### src/hdl/unf_fifo.sv
// Small register FIFO used between the unfilter stages and at the output.
// Depends on nothing.
module unf_fifo #(
    parameter int WIDTH = 8,
    parameter int DEPTH = 4
) (
    input  logic             clk,
    input  logic             rst_n,
    input  logic             push,
    input  logic [WIDTH-1:0] push_data,
    input  logic             pop,
    output logic [WIDTH-1:0] pop_data,
    output logic             full,
    output logic             empty
);

    localparam int PTR_W = $clog2(DEPTH);
    localparam int CNT_W = $clog2(DEPTH + 1);

    logic [WIDTH-1:0] store [DEPTH];
    logic [PTR_W-1:0] wr_ptr_reg, wr_ptr_next;
    logic [PTR_W-1:0] rd_ptr_reg, rd_ptr_next;
    logic [CNT_W-1:0] count_reg, count_next;
    logic             do_push, do_pop;

    assign full     = (count_reg == CNT_W'(DEPTH));
    assign empty    = (count_reg == '0);
    assign do_push  = push && !full;
    assign do_pop   = pop && !empty;
    assign pop_data = store[rd_ptr_reg];

    always_comb
    begin
        wr_ptr_next = wr_ptr_reg;
        rd_ptr_next = rd_ptr_reg;
        count_next  = count_reg;
        if (do_push)
        begin
            wr_ptr_next = (wr_ptr_reg == PTR_W'(DEPTH - 1)) ? '0 : wr_ptr_reg + 1'b1;
        end
        if (do_pop)
        begin
            rd_ptr_next = (rd_ptr_reg == PTR_W'(DEPTH - 1)) ? '0 : rd_ptr_reg + 1'b1;
        end
        if (do_push && !do_pop)
        begin
            count_next = count_reg + 1'b1;
        end
        else if (do_pop && !do_push)
        begin
            count_next = count_reg - 1'b1;
        end
    end

    always_ff @(posedge clk or negedge rst_n)
    begin
        if (!rst_n)
        begin
            wr_ptr_reg <= '0;
            rd_ptr_reg <= '0;
            count_reg  <= '0;
        end
        else
        begin
            wr_ptr_reg <= wr_ptr_next;
            rd_ptr_reg <= rd_ptr_next;
            count_reg  <= count_next;
        end
    end

    always_ff @(posedge clk)
    begin
        if (do_push)
        begin
            store[wr_ptr_reg] <= push_data;
        end
    end

endmodule

### config.mk
export PLATFORM = sky130hd
export DESIGN_NAME = unf_fifo
export DESIGN_NICKNAME = d
export VERILOG_FILES = /design/src/hdl/unf_fifo.sv
export SDC_FILE = /design/constraint.sdc
export NUM_CORES = 1
export LEC_CHECK = 0
export BUFFER_PORTS_ARGS = -buffer_cell sky130_fd_sc_hd__buf_4
export CORE_ASPECT_RATIO = 0.7
export CORE_MARGIN = 4
export CORE_UTILIZATION = 40
export CTS_CLUSTER_DIAMETER = 200
export DETAILED_ROUTE_END_ITERATION = 10
export PLACE_DENSITY = 0.61
export RECOVER_POWER = 25
export SLEW_MARGIN = 15
export SYNTH_ARGS = -nofsm -noshare
export SYNTH_HDL_FRONTEND = slang
export SYNTH_SLANG_ARGS = --single-unit
### constraint.sdc
create_clock -name clk -period 2.5 [get_ports clk]
set_clock_uncertainty 0.2 [all_clocks]
set_input_delay 0.5 -clock clk [delete_from_list [all_inputs] [get_ports clk]]
set_output_delay 0.5 -clock clk [all_outputs]
set_load 0.005 [all_outputs]
Word-level counts from Yosys, hierarchy flattened:

Memories as Yosys holds them, arrays and structs flattened.
Cells that the tools add are included.

* register bits: 7
* memory bits (writable): 32
* input bits: 12
* output and inout bits: 10
* logic and storage cells: 27
* memories: 1

* add/sub/neg operators: 4
* eq/ne operators: 3
* mux-type cells: 6
* reductions and logical operators: 10

Memories
* store: words 4, bits a word 8, rd ports 1, clocked after memory_dff 0, write ports 1, line 20 `logic [WIDTH-1:0] store [DEPTH];`

Operator list (count)
* $mux 3: 2
* $add 2x1->2 const B: 2
* $eq 2x2->1 const B: 2
* $logic_and 1x1->1: 4
* $logic_not 1->1: 4
* $mux 2: 2
* $add 3x1->3 const B: 1
* $eq 3x3->1 const B: 1
* $logic_not 3->1: 1
* $sub 3x1->3 const B: 1
* $mux 1: 2
* $reduce_bool 2->1: 1

Logic depth before layout (Yosys ltp):

Gate-level depths: netlist of the first run.

* depth after elaboration: 7
* depth in mapped cells: 9
* gate-level depth less buffers: 8

Worst setup path before layout of the first run:

OpenSTA, ideal clock, no wires.

* path type: reg2reg
* from: reg count_reg[0]
* to: reg count_reg[2]
* setup time: 79 ps
* arrival time: 1859 ps
* required time: 2221 ps
* setup slack: 362 ps
* cell stages (with the launch flop): 9
* buffers on the path: 0
* clock period less this slack: 2138 ps
* cell sequence: dfrtp_1 nor3_1 nand2b_4 ha_1 inv_1 fa_1 xor2_1 nor2_1 xor2_1

* cells in the longest elaborated chain, start to end: 6
* elaborated cells on any way between the ends: 15
* classes of those cells: add/sub: 2; eq/ne: 1; mux: 2; reduce/logical: 10

RTL lines
* start: declaration: line 23 `logic [CNT_W-1:0] count_reg, count_next;`
* start signal: assignment: line 67 `count_reg <= count_next;`
* $logic_not 3->1 *: line 27 `assign empty = (count_reg == '0);`
* named net empty: line 14 `output logic empty`
* $logic_not 1->1 *: line 29 `assign do_pop = pop && !empty;`
* $logic_and 1x1->1 *: line 29
* $logic_not 1->1: line 45 `if (do_push && !do_pop)`
* $logic_and 1x1->1: line 45
* $mux 3 or $reduce_bool 2->1 (tied branches)

The timed path passes the listed nets; every way through them passes the cells marked *. The select of a mux whose other input is x is not followed.
A chain may end at the register's enable or synchronous reset.

Worst setup path after layout of the first run:

* from: reg rd_ptr_reg[0]
* to: out pop_data[6]

* cells in the longest elaborated chain, start to end: 1

RTL lines
* start: declaration: line 22 `logic [PTR_W-1:0] rd_ptr_reg, rd_ptr_next;`
* start signal: assignment: line 66 `rd_ptr_reg <= rd_ptr_next;`
* $mem_v2 4x8
* end: declaration: line 12 `output logic [WIDTH-1:0] pop_data,`

Every way passes these cells.

==> results of run 1 <==
## power by group through the flow
stage	sequential [uW]	clock [uW]	combinational, uW
4_1_cts	1040	414	697
3_3_place_gp	1050	0	680
2_1_floorplan	961	0	521
6_report	1040	399	674
5_1_grt	1070	440	755
3_5_place_dp	1060	0	695
## final cells by class
class	count	area share
tap	52	0.03417
inverter	3	0.005913
clock inverter	2	0.006570
clock buffer	6	0.03811
sequential	39	0.5972
multi-input combinational	34	0.2378
timing repair buffer	23	0.08016
## what timing repair did
action                                  4_1_cts  5_1_grt
gates resized for setup                       0        1
endpoints found under the hold margin         7        0
endpoints found under the setup margin        0        8
hold buffers                                  1        0
## routing by layer
layer | up-vias | wire length (um) | global-route usage
li1 | 352 | - | -
met1 | 366 | 1074 | 0.1326
met2 | 19 | 1102 | 0.1629
met3 | 5 | 132 | 0.04011
met4 | 0 | 57 | 0.05505
met5 | - | 0 | 0
## synthesized netlist by cell type (2+ instances only)
cell type	count	area, um^2
mux4_2	8	180.2
mux2_2	3	33.78
ha_1	6	75.07
dfrtp_1	7	175.2
xor2_1	2	17.52
edfxtp_1	32	960.9
nor2_1	3	11.26
mux2_4	2	30.03
inv_1	3	11.26
and2_2	4	30.03
## logic make-up (layout without fill, tap and decap cells)
group | Yosys count | count (layout) | synth area share
XOR/XNOR | 3 | 3 | 0.01622
buffers and inverters | 6 | 34 | 0.01930
multiplexers | 13 | 13 | 0.1506
AND/OR/NAND/NOR | 11 | 11 | 0.05405
adder cells (fa/ha/maj) | 7 | 7 | 0.05869
flip-flops | 39 | 39 | 0.7012
## how the worst min path moves through the flow
stage / startpoint / endpoint / depth (start not counted)
after detailed placement: rst_n / count_reg[2] / 1
after global routing: push_data[6] / store[0][6] / 1
final: push_data[6] / store[0][6] / 1
after global placement: rst_n / count_reg[1] / 1
after floorplan: rst_n / count_reg[0] / 0
after CTS: push_data[7] / store[0][7] / 1
## per-stage QoR
step	instance area, um^2	worst slack (ns)	cells	power [uW]
6_report	1904	0.2499	159	2109
5_1_grt	1904	0.08507	159	2264
4_1_cts	1926	0.002480	159	2155
3_5_place_dp	1831	0.2817	150	1751
3_3_place_gp	1831	0.3394	150	1728
2_1_floorplan	1620	0.3616	79	1482
==> results_dict.tcl, run 1 <==
set metrics [dict create \
    timing.rr.end "count_reg[2]" \
    critical_path.slowest_cell "dfrtp_2" \
    grt_max_degree 13 \
    grt_overflow 0 \
    wl_per_cell_um 14.87 \
    hold_violations 0 \
    clock_latency_ns 0.29 \
    h-tree-depth 2 \
    drc_errors 0 \
    area_delta_synth_final_pct 17.53 \
    synth_edf_count 32 \
    timing.rr.start "count_reg[0]" \
    cp_cell_sequence "mux4_2 -> buf_4" \
    rsz0062_at_grt "false" \
    numPortBuffers 21 \
    fill_cells 341 \
    critPathMaxFanout 11 \
    path_delay_family "flip-flops" \
    end_kind "primary output" \
    crit_end "pop_data[6]" \
    gp_congestion 0.7217 \
    final_cell_mix "edfxtp_1 (32), buf_4 (16), mux4_2 (8), clkbuf_1 (7)" \
    fp-row-count 19 \
    n_antenna_cell 0 \
    min_period_ns 2.250 \
    cts_sinks 39 \
    synthCells 79 \
    root_buffer "clkbuf_8" \
    crit_required_ns 1.80 \
    critPathBufInv 1 \
    dieArea_um2 5149 \
    p_int_uw 1506 \
    slowest_delay_ns 0.57 \
    worst_setup_path_start_kind "flip-flop" \
    grt_pass1_wl_um 3870 \
    antenna_found_initial 0 \
    max_freq_mhz 444.4 \
    cts.reportedPaths.clkPinSlew_ns 0.08 \
    maxSlewHeadroom 0.7205 \
    post-route-period-util 0.9000 \
    maxSlewViolCount 0 \
    hold_path.class "primary input to flip-flop" \
    ys_types 19 \
    p_per_area_nw_per_um2 1107 \
    yosysWarnings 0 \
    firstDrtPassIters 4 \
    power_frac_seq 0.491 \
    async_flop_share 0.1795 \
    largest_reg_flops 32 \
    synthFlopType "edfxtp_1" \
    core_um2 3923 \
    layout-drive-gt1-share 0.4112 \
    postCtsSetupRepairBufs 0 \
    multi_input_area_um2 452.9 \
    via_per_inst 4.667 \
    die_w_um 84.07 \
    clockBufferDepth 2 \
    drtAntennaViolNets 0 \
    crit_start "rd_ptr_reg[0]" \
    finalSetupViolations 0 \
    fin_util 0.4855 \
    dp_hpwl_um 1683 \
    synth_seq_cells 39 \
    synth_nets 98 \
    track_usage 0.1054 \
    p_sw_uw 603.2 \
    dr_total_vias 742 \
    pwr-share-comb 0.319 \
    cp.arrival_ns 1.55 \
    swShare 0.2860 \
    path_class "flip-flop to primary output" \
    final_nets 125 \
    leakage_uw 0.0006978 \
    r2r_cells 8 \
    cts_tree "yes" \
    regArea_um2 1137 \
    grt_pass1_vias 792 \
    reg2reg_slack_ns 0.31 \
    whs_ns 0.2226 \
    finalSetupTns_ns 0 \
    run_status "finished clean" \
    clockPowerShare 0.189 \
    avgSynthCellArea_um2 20.51 \
    numCtsBuffers 5 \
    irDropWorstVdd_mv 0.4678 \
    drv_cap 0 \
    io_pins 22 \
    synth-seq-area-share 0.7012 \
    wl_um 2365 \
    initialDrtViolationCount 36 \
    cp.depth 2 \
    synthesis.area_um2 1620 \
    start_util 0.4131 \
    tightest_slew_ns 0.4193 \
    final_common_cell "edfxtp_1" \
    die_y_um 61.25 \
]
Power figures use the tool's default switching activity.
==> inputs of run 2 (changes only) <==
==> constraint.sdc (replaced) <==
create_clock -name clk -period 2.5 [get_ports clk]
set_clock_uncertainty 0.2 [all_clocks]
set_input_delay 0.5 -clock clk [delete_from_list [all_inputs] [get_ports clk]]
set_output_delay 0.5 -clock clk [all_outputs]
set_load 0.01 [all_outputs]
==> run 2 against run 1 <==
Net effect:
- routed wire length shrank 0.97%
- combinational power grew 6.1%
- core utilization shrank 0.096 points
- hold slack gained 0.0013 ns
- final area shrank 0.20%
- global-route usage shrank 0.21 points
- maximum frequency shrank 0.47%
- critical path depth is the same
- sequential cell count is the same
- register-to-register slack lost 0.05 ns
- die area is the same
- cell count is the same
- critical path type unchanged
- largest cell class unchanged
==> results_dict.tcl, run 2 (synthesis gave the netlist of run 1 again) <==
set metrics [dict create \
    cts.reportedPaths.clkPinSlew_ns 0.07 \
    maxSlewHeadroom 0.7220 \
    whs_ns 0.2240 \
    drv_cap 0 \
    post-route-period-util 0.9043 \
    maxSlewViolCount 0 \
    dp_hpwl_um 1649 \
    via_per_inst 4.767 \
    h-tree-depth 2 \
    critPathMaxFanout 11 \
    path_class "flip-flop to primary output" \
    fill_cells 357 \
    irDropWorstVdd_mv 0.4848 \
    drc_errors 0 \
    n_antenna_cell 0 \
    dr_total_vias 758 \
    fp-row-count 19 \
    cts_sinks 39 \
    firstDrtPassIters 4 \
    crit_required_ns 1.80 \
    antenna_found_initial 0 \
    start_util 0.4131 \
    rsz0062_at_grt "false" \
    numPortBuffers 21 \
    area_delta_synth_final_pct 17.30 \
    grt_max_degree 13 \
    p_per_area_nw_per_um2 1129 \
    clockBufferDepth 2 \
    wl_um 2342 \
    cp.arrival_ns 1.56 \
    core_um2 3923 \
    largest_reg_flops 32 \
    numCtsBuffers 5 \
    final_cell_mix "edfxtp_1 (32), buf_4 (15), mux4_2 (8), clkbuf_1 (8)" \
    min_period_ns 2.261 \
    initialDrtViolationCount 35 \
    hold_path.class "primary input to flip-flop" \
    run_status "finished clean" \
    root_buffer "clkbuf_8" \
    max_freq_mhz 442.3 \
    layout-drive-gt1-share 0.4019 \
    finalSetupTns_ns 0 \
    clock_latency_ns 0.28 \
    io_pins 22 \
    end_kind "primary output" \
    cts_tree "yes" \
    die_y_um 61.25 \
    worst_setup_path_start_kind "flip-flop" \
    hold_violations 0 \
    grt_pass1_vias 765 \
    track_usage 0.1033 \
    die_w_um 84.07 \
    leakage_uw 0.0006942 \
    wl_per_cell_um 14.73 \
    gp_congestion 0.7184 \
    final_common_cell "edfxtp_1" \
    tightest_slew_ns 0.4170 \
    grt_overflow 0 \
    drtAntennaViolNets 0 \
    grt_pass1_wl_um 3712 \
    final_nets 125 \
    finalSetupViolations 0 \
    dieArea_um2 5149 \
]
-- run 2: critical path, stage by stage (launching register included) --
cell	delay (ns)
dfrtp_2	0.57
mux4_2	0.55
buf_4	0.16
-- run 2: area by class of cell --
cell class                      instances  area, um^2  share of cell area
Clock buffer                            6       72.57             0.03818
Clock inverter                          2       12.51            0.006583
Inverter                                3       11.26            0.005925
Multi-Input combinational cell         34       452.9              0.2383
Sequential cell                        39        1137              0.5984
Tap cell                               52       65.06             0.03423
Timing Repair Buffer                   23       148.9             0.07834
-- run 2: repair_timing --
| action | 4_1_cts | 5_1_grt |
|---|---|---|
| setup endpoints to repair | 2 | 0 |
| hold buffers | 1 | 0 |
| setup buffers | 0 | 0 |
| endpoints found under the hold margin | 7 | 0 |
| gates resized for setup | 1 | 0 |
-- run 2: worst paths after layout --
path                                from             to  slack [ns]  cells after the start
max                        rd_ptr_reg[0]    pop_data[0]        0.24                      2
min                         push_data[1]    store[0][1]        0.22                      1
max reg2reg                 count_reg[1]   count_reg[2]        0.26                      8
min reg2reg                 count_reg[2]   count_reg[2]        0.30                      1
max in group asynchronous          rst_n  rd_ptr_reg[0]        1.60                      2
min in group asynchronous          rst_n   count_reg[1]        0.37                      2
-- run 2: report_power, final --
group | leakage, uW | switching (uW) | internal [uW]
Combinational | 0.000279 | 282 | 433
Sequential | 0.000374 | 153 | 882
Clock | 0.0000412 | 201 | 195
-- run 2: per-stage QoR --
step,worst slack [ns],std cells,util,power (uW),instance area [um^2]
floorplan,0.2364,79,-,1523,1620
global placement,0.3322,150,0.4667,1769,1831
detailed placement,0.2609,150,0.4667,1789,1831
CTS,0.1958,159,0.4912,2192,1927
global route,0.07489,159,0.4845,2289,1901
finish,0.2393,159,0.4845,2146,1901
-- run 2: metal layers --
layer | vias to the layer above | wire, um | track usage
met4 | 0 | 51 | 0.06193
met5 | - | 0 | 0
met1 | 382 | 1074 | 0.1247
li1 | 355 | - | -
met2 | 16 | 1090 | 0.1618
met3 | 5 | 125 | 0.04011
