==> src/hdl/unf_pkg.sv <==
// Shared types and constants for the PNG scanline unfilter.
// Depends on nothing; used by the front end, back end, top level and checker.
package unf_pkg;

    localparam int MAX_ROW_BYTES_DEFAULT = 8192;
    localparam int COL_W                 = 16;
    localparam int CFG_W                 = 14;

    localparam logic [13:0] ROW_BYTES_RESET = 14'd3;
    localparam logic [2:0]  BPP_RESET       = 3'd3;

    localparam logic REG_ROW_BYTES       = 1'b0;
    localparam logic REG_BYTES_PER_PIXEL = 1'b1;

    localparam logic [7:0] FILTER_NONE = 8'd0;
    localparam logic [7:0] FILTER_SUB  = 8'd1;
    localparam logic [7:0] FILTER_UP   = 8'd2;

    typedef enum logic [1:0] {
        OP_NONE,
        OP_SUB,
        OP_UP,
        OP_RAW
    } filt_op_t;

    typedef struct packed {
        logic [7:0] data_byte;
        logic       image_start;
    } in_item_t;

    typedef struct packed {
        logic [7:0] pixel_byte;
        logic       row_end;
        logic       unsupported_filter;
    } out_item_t;

    typedef struct packed {
        logic [7:0]       data_byte;
        filt_op_t         op;
        logic [COL_W-1:0] col;
        logic             last;
        logic             first_row;
        logic             row_first;
    } unf_op_t;

endpackage

==> src/hdl/unf_front.sv <==
// Front end: accepts stream bytes, tracks row position and classifies filter bytes.
// Depends on unf_pkg.
module unf_front #(
    parameter int MAX_ROW_BYTES = unf_pkg::MAX_ROW_BYTES_DEFAULT
) (
    input  logic              clk,
    input  logic              rst_n,
    input  logic              accept,
    input  unf_pkg::in_item_t in_data,
    input  logic [13:0]       row_bytes,
    output logic              q_push,
    output unf_pkg::unf_op_t  q_data
);

    import unf_pkg::*;

    localparam int ADDR_W = $clog2(MAX_ROW_BYTES);
    localparam int LEN_W  = $clog2(MAX_ROW_BYTES + 1);

    logic [ADDR_W-1:0] column_reg, column_next;
    filt_op_t          op_reg, op_next;
    logic              await_reg, await_next;
    logic              first_row_reg, first_row_next;
    logic              row_first_reg, row_first_next;

    logic [LEN_W-1:0]  len_eff;
    logic [ADDR_W-1:0] len_m1;
    logic [ADDR_W-1:0] col;
    logic              at_end;
    logic              is_filter;
    filt_op_t          op_class;

    always_comb
    begin
        if (row_bytes == '0)
        begin
            len_eff = LEN_W'(1);
        end
        else if (32'(row_bytes) > 32'(MAX_ROW_BYTES))
        begin
            len_eff = LEN_W'(MAX_ROW_BYTES);
        end
        else
        begin
            len_eff = LEN_W'(row_bytes);
        end
    end

    assign len_m1    = ADDR_W'(len_eff - LEN_W'(1));
    assign at_end    = (column_reg >= len_m1);
    assign col       = at_end ? len_m1 : column_reg;
    assign is_filter = in_data.image_start || await_reg;

    always_comb
    begin
        case (in_data.data_byte)
            FILTER_NONE: op_class = OP_NONE;
            FILTER_SUB:  op_class = OP_SUB;
            FILTER_UP:   op_class = OP_UP;
            default:     op_class = OP_RAW;
        endcase
    end

    assign q_push           = accept && !is_filter;
    assign q_data.data_byte = in_data.data_byte;
    assign q_data.op        = op_reg;
    assign q_data.col       = COL_W'(col);
    assign q_data.last      = at_end;
    assign q_data.first_row = first_row_reg;
    assign q_data.row_first = row_first_reg;

    always_comb
    begin
        column_next    = column_reg;
        op_next        = op_reg;
        await_next     = await_reg;
        first_row_next = first_row_reg;
        row_first_next = row_first_reg;
        if (accept)
        begin
            if (is_filter)
            begin
                op_next        = op_class;
                column_next    = '0;
                await_next     = 1'b0;
                row_first_next = 1'b1;
                if (in_data.image_start)
                begin
                    first_row_next = 1'b1;
                end
            end
            else
            begin
                row_first_next = 1'b0;
                if (at_end)
                begin
                    column_next    = '0;
                    await_next     = 1'b1;
                    first_row_next = 1'b0;
                end
                else
                begin
                    column_next = col + 1'b1;
                end
            end
        end
    end

    always_ff @(posedge clk or negedge rst_n)
    begin
        if (!rst_n)
        begin
            column_reg    <= '0;
            op_reg        <= OP_NONE;
            await_reg     <= 1'b1;
            first_row_reg <= 1'b1;
            row_first_reg <= 1'b1;
        end
        else
        begin
            column_reg    <= column_next;
            op_reg        <= op_next;
            await_reg     <= await_next;
            first_row_reg <= first_row_next;
            row_first_reg <= row_first_next;
        end
    end

endmodule

==> config.mk <==
export PLATFORM = sky130hd
export DESIGN_NAME = unf_front
export DESIGN_NICKNAME = d
export VERILOG_FILES = /design/src/hdl/unf_pkg.sv /design/src/hdl/unf_front.sv
export SDC_FILE = /design/constraint.sdc
export NUM_CORES = 1
export LEC_CHECK = 0
export BUFFER_PORTS_ARGS = -buffer_cell sky130_fd_sc_hd__buf_2
export CELL_PAD_IN_SITES_DETAIL_PLACEMENT = 1
export CELL_PAD_IN_SITES_GLOBAL_PLACEMENT = 1
export CORE_MARGIN = 2
export CORE_UTILIZATION = 35
export CTS_BUF_LIST = sky130_fd_sc_hd__clkbuf_8
export DETAILED_ROUTE_END_ITERATION = 8
export PLACE_DENSITY = 0.88
export SYNTH_ARGS = -nofsm -noshare
export SYNTH_HDL_FRONTEND = slang
export SYNTH_SLANG_ARGS = --single-unit
==> constraint.sdc <==
create_clock -name clk -period 5.15 [get_ports clk]
set_input_delay 0.7725 -clock clk [delete_from_list [all_inputs] [get_ports clk]]
set_output_delay 0.7725 -clock clk [all_outputs]
set_load 0.005 [all_outputs]
# ---- Yosys cells after proc, flatten, opt, wreduce, memory -nomap -nowiden
# Cells that the tools add are included.
dict set report word_totals {
  output_inout_bits 30
  word_cells 33
  input_bits 26
  register_bits 18
}
dict set report op_classes {
  reduce_logical 9
  eq_ne 3
  muxes 12
  add_sub_neg 2
  magnitude_cmp 2
}
# op n
set ops {}
lappend ops {{2-to-1 mux 13 bit} 5}
lappend ops {{> comparator 14 bit, second input constant} 1}
lappend ops {{zero test 14 bit} 1}
lappend ops {{adder 13 x 1 -> 13 bit, second input constant} 1}
lappend ops {{greater-or-equal comparator 13 bit} 1}
lappend ops {{subtractor 13 x 1 -> 13 bit, second input constant} 1}
lappend ops {{equality test 8 x 1 -> 1 bit, second input constant} 1}
lappend ops {{equality test 8 x 2 -> 1 bit, second input constant} 1}
lappend ops {{zero test 8 bit} 1}
lappend ops {{2-to-1 mux 1 bit} 6}
lappend ops {{case mux 2 bit (3 select lines)} 1}
lappend ops {{AND reduction 2 bit} 2}
lappend ops {{AND reduction 3 bit} 1}
lappend ops {{!= test 2 bit, second input constant} 1}
lappend ops {{nonzero test 2 bit} 1}
lappend ops {{logical AND 1 bit} 1}
lappend ops {{zero test 1 bit} 1}
lappend ops {{logical OR 1 bit} 1}

# ---- Longest topological paths before layout
# Gate-level depths: netlist (run 1).
dict set report depth {
  ltp_word 9
  depth_mapped 27
  ltp_nobuf 25
}

# ---- Least setup slack after synthesis (run 1)
# Ideal clock, no wire load.
dict set report synth_path {
  kind {input-to-reg}
  from {input port row_bytes[5]}
  to {register column_reg[8]}
  n_path_buf 1
  required_ps 5029
  stages 24
  t_arrival_ps 5346
  path_slack_ps -317
  setup_time_ps 121
  cell_sequence {or3_1 or2_2 or2b_1 nor2_1 o21ai_0 ha_1 clkbuf_1 inv_1 nor4_1 a21oi_1 nor2_1 a311o_1 ha_1 and2_1 o21ai_0 nand3_1 o2111ai_2 nand2_4 mux2_2 ha_1 and3_1 and3_1 nor2b_1 a22o_1}
}
# element line
set synth_rtl {}
lappend synth_rtl {{start: declaration} unf_front.sv:10} ;# input logic [13:0] row_bytes,
lappend synth_rtl {{end signal: assignment} unf_front.sv:121} ;# column_reg <= column_next;
lappend synth_rtl {{end: declaration} unf_front.sv:20} ;# logic [ADDR_W-1:0] column_reg, column_next;

==> results of run 1 <==
layout by cell type (no fill, tap or decap), types with 3 or more instances in the layout:
cell type / netlist / routed
nor2b_1: 4 / 4
a21oi_1: 22 / 12
ha_1: 14 / 12
xor2_1: 4 / 4
nor2_1: 36 / 24
nor4_2: 2 / 3
inv_1: 9 / 8
buf_2: 2 / 47
a21oi_4: 0 / 3
a21o_1: 7 / 7
nand2_1: 14 / 14
dfstp_2: 3 / 3
buf_4: 14 / 28
and3_1: 7 / 5
clkbuf_8: 0 / 3
o21ai_1: 0 / 3
buf_6: 2 / 10
o21ai_0: 13 / 8
nor2_2: 1 / 3
dfrtp_1: 15 / 15
nor3_1: 11 / 11
mux2i_1: 4 / 3
or3_4: 1 / 3
a21oi_2: 0 / 7
nand3_1: 7 / 4
nor2_4: 0 / 10
a22o_1: 4 / 4
o21ai_2: 2 / 3
conb_1: 1 / 3
nor4_1: 5 / 4
area by class of cell:
type                            instances  area, um2
Inverter                               10       37.5
Clock buffer                            3       41.3
Fill cell                             655       2380
Tap cell                               70       87.6
Timing Repair Buffer                   87        598
Clock inverter                          1       3.75
Sequential cell                        18        454
Multi-Input combinational cell        193       1540
power by group through the flow:
stage	registers [W]	logic [W]	clock network, W
floorplan	0.000153	0.0000689	0
global placement	0.000155	0.000104	0
detailed placement	0.000156	0.000109	0
CTS	0.000153	0.000119	0.000104
global route	0.000156	0.000152	0.000112
finish	0.000155	0.000141	0.000102
routing by layer:
layer | share of wire | wire, um | track usage | vias to the layer above
met5 | 0 | 0 | 0 | -
met3 | 0.028 | 205 | 0.0188 | 17
li1 | - | - | - | 985
met4 | 0.019 | 140 | 0.0589 | 0
met2 | 0.56 | 4050 | 0.408 | 57
met1 | 0.39 | 2810 | 0.245 | 1051
path summary, 6_finish.rpt:
check,startpoint,end,slack [ns]
worst min-delay path,rst_n,column_reg[7],0.45
worst min register to register,row_first_reg,row_first_reg,0.50
max in group asynchronous,rst_n,await_reg,4.37
worst max register to register,column_reg[6],column_reg[8],1.72
worst max-delay path,row_bytes[3],q_data[13],-0.16
min in group clk,row_first_reg,row_first_reg,0.50
cell families after synthesis:
logic type	after synthesis
flops	18
compound gates	61
fa+ha+maj	14
other cells	1
simple gates	102
mux	6
buf+inv	31
xor+xnor	6
repair_timing:
action	CTS	global route
endpoints found under the setup margin	12	20
endpoints found under the hold margin	0	0
gates cloned	1	1
setup buffers	8	7
gates resized for setup	17	54
pin swaps	10	24
synthesized netlist by cell type, types with 3 or more instances:
cell	n	area share
inv_1	9	0.018
nand3_1	7	0.019
xor2_1	4	0.019
and3_1	7	0.023
a22o_1	4	0.019
dfstp_2	3	0.042
dfrtp_1	15	0.20
a21oi_1	22	0.059
nor2_1	36	0.072
a21o_1	7	0.028
o21ai_0	13	0.035
nor3_1	11	0.029
nor2b_1	4	0.013
buf_4	14	0.056
mux2i_1	4	0.021
nand2_1	14	0.028
ha_1	14	0.094
or3_1	4	0.013
nor4_1	5	0.017
metrics by stage:
step | utilization | TNS (ns) | hold slack, ns | cells
3_5_place_dp | 0.439 | -0.817 | 0.492 | 361
6_report | 0.537 | -1.56 | 0.448 | 382
3_3_place_gp | 0.439 | 0 | 0.470 | 361
4_1_cts | 0.473 | 0 | 0.459 | 374
5_1_grt | 0.537 | -4.63 | 0.473 | 382
2_1_floorplan | - | 0 | 0.465 | 241
==> summary.md, run 1 <==
| Metric | Value |
|---|---|
| Status | finished, violations left |
| Failing checks | setup timing |
| Sequential share of the synthesized area | 0.243 |
| Worst Setup Start Kind | primary input |
| Synth Area in Simple Gates | 0.283 |
| Drt pass-1 iters | 4 |
| Synth async-reset ratio | 1.00 |
| Initial Utilization | 0.364 |
| Final WL | 7.20 mm |
| Finish-stage setup viols | 15 |
| Placement Setup Slack | -0.0976 ns |
| Final #Nets | 353 |
| Data arrival, critical path | 4.54 ns |
| Max reg flops | 13 |
| Post-DP HPWL | 4.48 mm |
| CP Data Required Time | 4.38 ns |
| Final Hold Viols | 0 |
| Switching part of the total | 0.335 |
| Hold WC Path Type | primary input to asynchronous set/reset pin |
| Worst Reg-to-Reg Cells | 14 |
| PD cells | 144 nW/um2 |
| FMAX | 0.188 GHz |
| Routed Antenna Nets | 0 |
| Design area | 2760 um2 |
| WL/cell | 18.9 um |
| Clk buf depth | 2 |
| TritonCTS Buffers | 3 |
| Vias per inst | 5.52 |
| CP peak stage delay | 0.38 ns |
| Largest family of logic cells by synthesized area | simple AND/OR/NAND/NOR gates |
| Maximum number of pins on one net before global-route repair | 19 |
| Slowest CP cell | or3_4 |
| Max FO, Critical Path | 6 |
| First-pass GRT wire length | 10.4 mm |
| Placed inst area | 2260 um2 |
| Crit end category | primary output |
| Total grt overflow | 0 |
| Post-synth EDFFs | 0 |
| Skew-Pair Late Insertion Delay | 0.25 ns |
| Total track usage | 0.212 |
| Distinct cells, synth | 50 |
| Internal power | 0.000264 W |
| Area grow syn2layout | 47.5% |
| Chip Height | 77.1 um |
| Worst path cell trace | buf_6 > or3_4 > or2_4 > or2b_1 > nor2_2 > o21ai_2 > ha_4 > buf_4 > buf_4 > a21oi_1 > a21o_1 > ha_1 > nand2_1 > o21ai_1 > nor2_1 > nand3_2 > o2111ai_4 > nand2_4 > clkbuf_16 > a21oi_1 > buf_2 |
| # rows | 26 |
| Initial drt markers | 54 |
| # hold bufs at CTS | 0 |
| CP top delay family | simple AND/OR/NAND/NOR gates |
| Max-Cap Viols | 0 |
| Slew Limit Fails | 0 |
| Total core area | 5140 um2 |
| Die area | 5950 um2 |
| Port bufs | 52 |
| VDD IR max | 0.000112 V |
| Clock skew | 0.00665 ns |
| Clock transition at the registers of the reported paths | 0.07 ns |
| Complex-gate fraction of the synthesized area | 0.210 |
| Syn avg cell area | 7.83 um2 |
| Yosys warns | 0 |
| Leak | 1.32 nW |
| Adder-Cell Fraction of Synth Area | 0.0936 |
| IO Pins | 56 |
| Die X | 77.1 um |
| Mux cell area share after synthesis | 0.0354 |
| Final GP Congestion | 0.862 |
| FF+latch count, synth | 18 |
| Logic gate share of total power | 0.354 |
| Sequential Power Share | 0.390 |
| Slew @ Worst Pin | 0.498 ns |
| Vias in the first global route | 2232 |
| DRC | 0 |
| Routed via count | 2110 |
| Layout cells sized above 1 | 0.471 |
| Setup CP Type | primary input to primary output |
| CTS tree | yes |
| Top_reg_cell synth | dfrtp_1 |
| Power Total | 0.000397 W |
| Critical Path Stages | 21 |
| Netlist Area Pre-Place | 1870 um2 |
| Min Tclk post-route | 5.31 ns |
| Buf+Inv Stages, Crit Path | 5 |
| Antenna violations before repair | 0 |
| Max-slew headroom | 0.665 |
| Final Worst Setup Slack | -0.164 ns |
| Tcrit/Tclk final | 1.03 |
| Clock network fraction of total power | 0.256 |
| Psw | 0.000133 W |
| Synth Area in XOR/XNOR | 0.0281 |
| Clock H-tree levels | 1 |
| RSZ-0062 raised after global routing | true |
| CTS Sinks | 18 |
| Clk root buf | clkbuf_8 |
| N_diodes | 0 |
| Cells after Synth | 239 |
(Power assumes the default switching activity.)
==> run 2: changes to the inputs <==
CORE_UTILIZATION = 41   (was 35)
GPL_ROUTABILITY_DRIVEN = 0   (was unset)
PLACE_DENSITY = 0.95   (was 0.88)
clock period = 6.9 ns   (was 5.15 ns; I/O delays follow)
==> summary.md, run 2 (synthesis results as in run 1) <==
| Metric | Value |
|---|---|
| DRC | 0 (unchanged) |
| Design area | 2100 um2 (-24%) |
| Resized Gates After CTS | 0 (-17) |
| Routed via count | 1878 (-11%) |
| PD cells | 126 nW/um2 (-13%) |
| Initial drt markers | 31 (-43%) |
| Max FO, Critical Path | 28 (+22) |
| Psw | 0.0000849 W (-36%) |
| First-pass GRT wire length | 8.92 mm (-14%) |
| Maximum number of pins on one net before global-route repair | 29 (+10) |
| Chip Height | 71.6 um (-7.2%) |
| # rows | 24 (-7.7%) |
| Final #Nets | 318 (-9.9%) |
| Most common cell after layout, fill and taps aside | buf_2 |
| Clk buf depth | 2 (unchanged) |
| Final Hold Viols | 0 (unchanged) |
| Internal power | 0.000179 W (-32%) |
| Clock skew | 0.00349 ns (-0.00316 ns) |
| # hold bufs at CTS | 0 (unchanged) |
| Total core area | 4380 um2 (-15%) |
| Post-CTS setup buffer count | 0 (-8) |
| CP Data Required Time | 5.86 ns (+1.48 ns) |
| Power Total | 0.000264 W (-34%) |
| Layout filler cell count | 569 (-13%) |
| Leak | 1.07 nW (-18%) |
| Routed Antenna Nets | 0 (unchanged) |
| Final WL | 5.43 mm (-25%) |
| WL/cell | 16.5 um (-12%) |
| Sequential Power Share | 0.432 (+0.042) |
| Commonest cells after routing, fill and taps aside | buf_2 (52), nor2_1 (36), a21oi_1 (22), dfrtp_1 (15) |
| Die X | 71.6 um (-7.2%) |
| Post-DP HPWL | 4.32 mm (-3.6%) |
| Status | finished, final reports clean |
| Initial Utilization | 0.427 (+0.0628) |
| Area grow syn2layout | 12.0% |
| CTS Sinks | 18 (unchanged) |
| Skew-Pair Late Insertion Delay | 0.27 ns (+0.02 ns) |
| Clock H-tree levels | 1 (unchanged) |
| Hold WC Path Type | flip-flop to flip-flop |
| Data arrival, critical path | 5.42 ns (+0.88 ns) |
| Clk root buf | clkbuf_8 |
| Total track usage | 0.220 (+0.00868) |
| Total grt overflow | 0 (unchanged) |
| Max-Cap Viols | 0 (unchanged) |
| Sum Neg Setup Slack | 0 ns (+1.56 ns) |
| VDD IR max | 0.000117 V (+3.8%) |
| Min Tclk post-route | 6.46 ns |
| Drt pass-1 iters | 4 (unchanged) |
| Slew Limit Fails | 0 (unchanged) |
| N_diodes | 0 (unchanged) |
| CTS tree | yes |
| Clock transition at the registers of the reported paths | 0.07 ns (about the same) |
| Vias per inst | 5.71 (+3.3%) |
| Vias in the first global route | 1932 (-13%) |
| Worst Setup Start Kind | primary input |
| Placed inst area | 2050 um2 (-9.0%) |
| Max reg flops | 13 (unchanged) |
| Layout cells sized above 1 | 0.256 (-0.215) |
| Finish-stage setup viols | 0 (-15) |
| TritonCTS Buffers | 3 (unchanged) |
| FMAX | 0.155 GHz |
| IO Pins | 56 (unchanged) |
| Antenna violations before repair | 0 (unchanged) |
| Crit end category | primary output |
| Tcrit/Tclk final | 0.936 |
| RSZ-0062 raised after global routing | false |
| Logic gate share of total power | 0.269 (-0.085) |
| Setup CP Type | primary input to primary output |
| Die area | 5120 um2 (-14%) |
| Switching part of the total | 0.322 (-0.0127) |
| Port bufs | 52 (unchanged) |
| Clock network fraction of total power | 0.299 (+0.043) |
-- run 2: critical path, stage by stage --
cell and delay [ns]:
buf_2 0.13, or3_1 0.44, or2_2 0.36, or2b_1 0.29, nor2_1 0.10, o21ai_0 0.15
ha_1 0.34, inv_1 0.16, nor4_1 0.07, a21oi_1 0.11, nor2_1 0.05, a311o_1 0.29
ha_1 0.30, and2_1 0.14, o21ai_0 0.22, nand3_1 0.13, o2111ai_2 0.32, nand2_4 0.27
mux2_2 0.37, buf_2 0.13
-- run 2: area by class of cell --
| class | count | area, um2 | area share |
|---|---|---|---|
| Clock inverter | 1 | 3.75 | 0.00179 |
| Multi-Input combinational cell | 192 | 1230 | 0.585 |
| Sequential cell | 18 | 454 | 0.217 |
| Timing Repair Buffer | 53 | 268 | 0.128 |
| Tap cell | 52 | 65.1 | 0.0310 |
| Inverter | 10 | 37.5 | 0.0179 |
| Clock buffer | 3 | 41.3 | 0.0197 |
-- run 2: worst paths after layout --
check	cells after the start	from	to	slack, ns
worst max-delay path	20	row_bytes[3]	q_data[3]	0.44
worst min-delay path	2	row_first_reg	row_first_reg	0.50
worst max register to register	13	column_reg[6]	column_reg[8]	3.34
worst min register to register	2	row_first_reg	row_first_reg	0.50
max in group asynchronous	1	rst_n	await_reg	5.86
min in group asynchronous	1	rst_n	column_reg[10]	0.70
-- run 2: routing by layer --
metal  up-vias  global-route usage  part of all wire  wire length [um]
met2        46               0.413              0.53              2890
met1       900               0.262              0.41              2230
met5         -                   0                 0                 0
li1        921                   -                 -                 -
met4         0              0.0881             0.021               116
met3        11             0.00985             0.036               194
-- run 2: power by group through the flow --
stage	clock [W]	sequential (W)	combinational, W
after floorplan	0	0.000114	0.0000473
after global placement	0	0.000115	0.0000675
after detailed placement	0	0.000116	0.0000713
after CTS	0.0000797	0.000114	0.0000718
after global routing	0.0000831	0.000115	0.0000809
final	0.0000787	0.000114	0.0000710
-- run 2: through the flow --
| stage | hold slack [ns] | setup WS, ns | util | std cells |
|---|---|---|---|---|
| after floorplan | 0.465 | 1.09 | - | 241 |
| after global routing | 0.552 | 0.0790 | 0.478 | 329 |
| after global placement | 0.471 | 0.649 | 0.468 | 325 |
| after detailed placement | 0.490 | 0.446 | 0.468 | 325 |
| after CTS | 0.502 | 0.434 | 0.478 | 329 |
| final | 0.500 | 0.440 | 0.478 | 329 |
==> run 3: changes to the inputs <==
--- a/config.mk
+++ b/config.mk
@@ -8,2 +8,3 @@
 export BUFFER_PORTS_ARGS = -buffer_cell sky130_fd_sc_hd__buf_2
+export CAP_MARGIN = 20
 export CELL_PAD_IN_SITES_DETAIL_PLACEMENT = 1
==> constraint.sdc (replaced) <==
create_clock -name clk -period 6.9 [get_ports clk]
set_input_delay 0.69 -clock clk [delete_from_list [all_inputs] [get_ports clk]]
set_output_delay 0.69 -clock clk [all_outputs]
set_load 0.005 [all_outputs]
==> summary.md, run 3 (synthesis results as in run 1) <==
| Metric | Value |
|---|---|
| Final WL | 5.22 mm (-3.9%) |
| CP top delay family | simple AND/OR/NAND/NOR gates |
| Clock transition at the registers of the reported paths | 0.08 ns (about the same) |
| Min Tclk post-route | 5.79 ns (-0.673 ns) |
| Post-DP HPWL | 4.14 mm (-4.2%) |
| Slew Limit Fails | 0 (unchanged) |
| RSZ-0062 raised after global routing | false |
| Tcrit/Tclk final | 0.839 (-0.0975) |
| Clock skew | 0.00603 ns (+0.00254 ns) |
| Vias per inst | 5.80 (+1.6%) |
| Clk buf depth | 2 (unchanged) |
| Worst Setup Start Kind | primary input |
| Resized Gates After CTS | 0 (unchanged) |
| CTS tree | yes |
| Placement Setup Slack | 0.860 ns (+0.415 ns) |
| Die area | 5120 um2 (unchanged) |
| # rows | 24 (unchanged) |
| Maximum number of pins on one net before global-route repair | 29 (unchanged) |
| Chip Height | 71.6 um (unchanged) |
| Total track usage | 0.214 (-0.00617) |
| Max reg flops | 13 (unchanged) |
| Drt pass-1 iters | 4 (unchanged) |
| Design area | 2110 um2 (+0.48%) |
| Commonest cells after routing, fill and taps aside | buf_2 (52), nor2_1 (36), a21oi_1 (22), dfrtp_1 (15) |
| Layout filler cell count | 569 (unchanged) |
| N_diodes | 0 (unchanged) |
| CTS Sinks | 18 (unchanged) |
| Max-Cap Viols | 0 (unchanged) |
| PD cells | 129 nW/um2 (+2.8%) |
| Final Hold Viols | 0 (unchanged) |
| Clk root buf | clkbuf_8 |
| DRC | 0 (unchanged) |
| Vias in the first global route | 1990 (+3.0%) |
| Max FO, Critical Path | 28 (unchanged) |
| Most common cell after layout, fill and taps aside | buf_2 |
| TritonCTS Buffers | 3 (unchanged) |
| CP most frequent cell | ha_1 |
| Worst Setup SP | row_bytes[3] |
| Worst path cell trace | buf_2 > or3_1 > or2_2 > or2b_1 > nor2_1 > o21ai_0 > ha_1 > inv_1 > nor4_1 > a21oi_1 > nor2_1 > a311o_1 > ha_1 > and2_1 > o21ai_0 > nand3_1 > o2111ai_2 > nand2_4 > mux2_2 > ha_1 > and3_1 > and3_1 > nor2b_1 > a22o_1 |
| IO Pins | 56 (unchanged) |
| FMAX | 0.173 GHz (+12%) |
| Data arrival, critical path | 5.93 ns (+0.51 ns) |
| Area grow syn2layout | 12.6% |
| Antenna violations before repair | 0 (unchanged) |
| Routed via count | 1908 (+1.6%) |
| VDD IR max | 0.000121 V (+3.2%) |
| Status | finished, final reports clean |
| Final #Nets | 318 (unchanged) |
| Buf+Inv Stages, Crit Path | 2 (-1) |
| Sum Neg Setup Slack | 0 ns (unchanged) |
| Leak | 1.08 nW (+0.17%) |
| Routed Antenna Nets | 0 (unchanged) |
| Crit end category | flip-flop |
| Final Worst Setup Slack | 1.11 ns (+0.673 ns) |
| Die X | 71.6 um (unchanged) |
| Total core area | 4380 um2 (unchanged) |
| First-pass GRT wire length | 8.88 mm (-0.46%) |
| Initial Utilization | 0.427 (unchanged) |
| Port bufs | 52 (unchanged) |
| CP peak stage delay | 0.44 ns (about the same) |
| # hold bufs at CTS | 0 (unchanged) |
| CP Data Required Time | 7.04 ns (+1.18 ns) |
| Total grt overflow | 0 (unchanged) |
| Clock H-tree levels | 1 (unchanged) |
| Setup CP Type | primary input to flip-flop |
| Finish-stage setup viols | 0 (unchanged) |
| Register Area | 454 um2 (unchanged) |
| Placed inst area | 2050 um2 (unchanged) |
| Post-Layout Cell Count | 329 (unchanged) |
| Dpl cells | 325 (unchanged) |
| Post-CTS setup buffer count | 0 (unchanged) |
| Hold WC Path Type | primary input to asynchronous set/reset pin |
| Layout cells sized above 1 | 0.260 (+0.00361) |
| Initial drt markers | 32 (+3.2%) |
| Reg-to-Reg Start | column_reg[2] |
| Multi-input gate area | 1230 um2 (unchanged) |
| Slowest CP cell | or3_1 |
| Skew-Pair Late Insertion Delay | 0.25 ns (-0.02 ns) |
| WL/cell | 15.9 um (-3.9%) |
## run 3: where the power goes
group          internal, W  switching (W)   total, W
clock            0.0000507      0.0000369  0.0000876
combinational    0.0000296      0.0000411  0.0000707
sequential        0.000109     0.00000460   0.000114
## run 3: path summary, 6_finish.rpt
path,end,slack (ns),depth (start not counted)
setup / recovery,column_reg[8],1.11,24
hold / removal,op_reg[1],0.36,1
setup reg to reg,column_reg[8],3.45,13
hold reg to reg,row_first_reg,0.49,2
max in group asynchronous,await_reg,6.21,1
min in group clk,row_first_reg,0.49,2
## run 3: final cells by class
class,instances,share of cell area
multi-input cells,192,0.583
repair buffers,53,0.127
well taps,52,0.0309
inverters,10,0.0178
clock buffers,4,0.0261
flip-flops and latches,18,0.216
## run 3: metrics by stage
stage / utilization / total power, W / hold slack (ns)
after floorplan: - / 0.000162 / 0.394
after global placement: 0.468 / 0.000183 / 0.471
after detailed placement: 0.468 / 0.000187 / 0.479
after CTS: 0.481 / 0.000275 / 0.375
after global routing: 0.481 / 0.000287 / 0.392
final: 0.481 / 0.000272 / 0.361
## run 3: layer usage
metal  vias to the layer above  wire, um  track usage
met4                         0        90       0.0650
met1                       939      2240        0.261
met5                         -         0            0
met2                        50      2700        0.397
met3                        10       187       0.0183
li1                        909         -            -
## run 3: worst reg2reg max path, delay by kind of cell (launching register included)
kind / cells / cell delay [ns]
AO/OA/AOI/OAI: 4 / 0.85
adder cells (fa/ha/maj): 2 / 0.58
flip-flops: 1 / 0.47
multiplexers: 1 / 0.40
AND/OR/NAND/NOR: 6 / 1.04
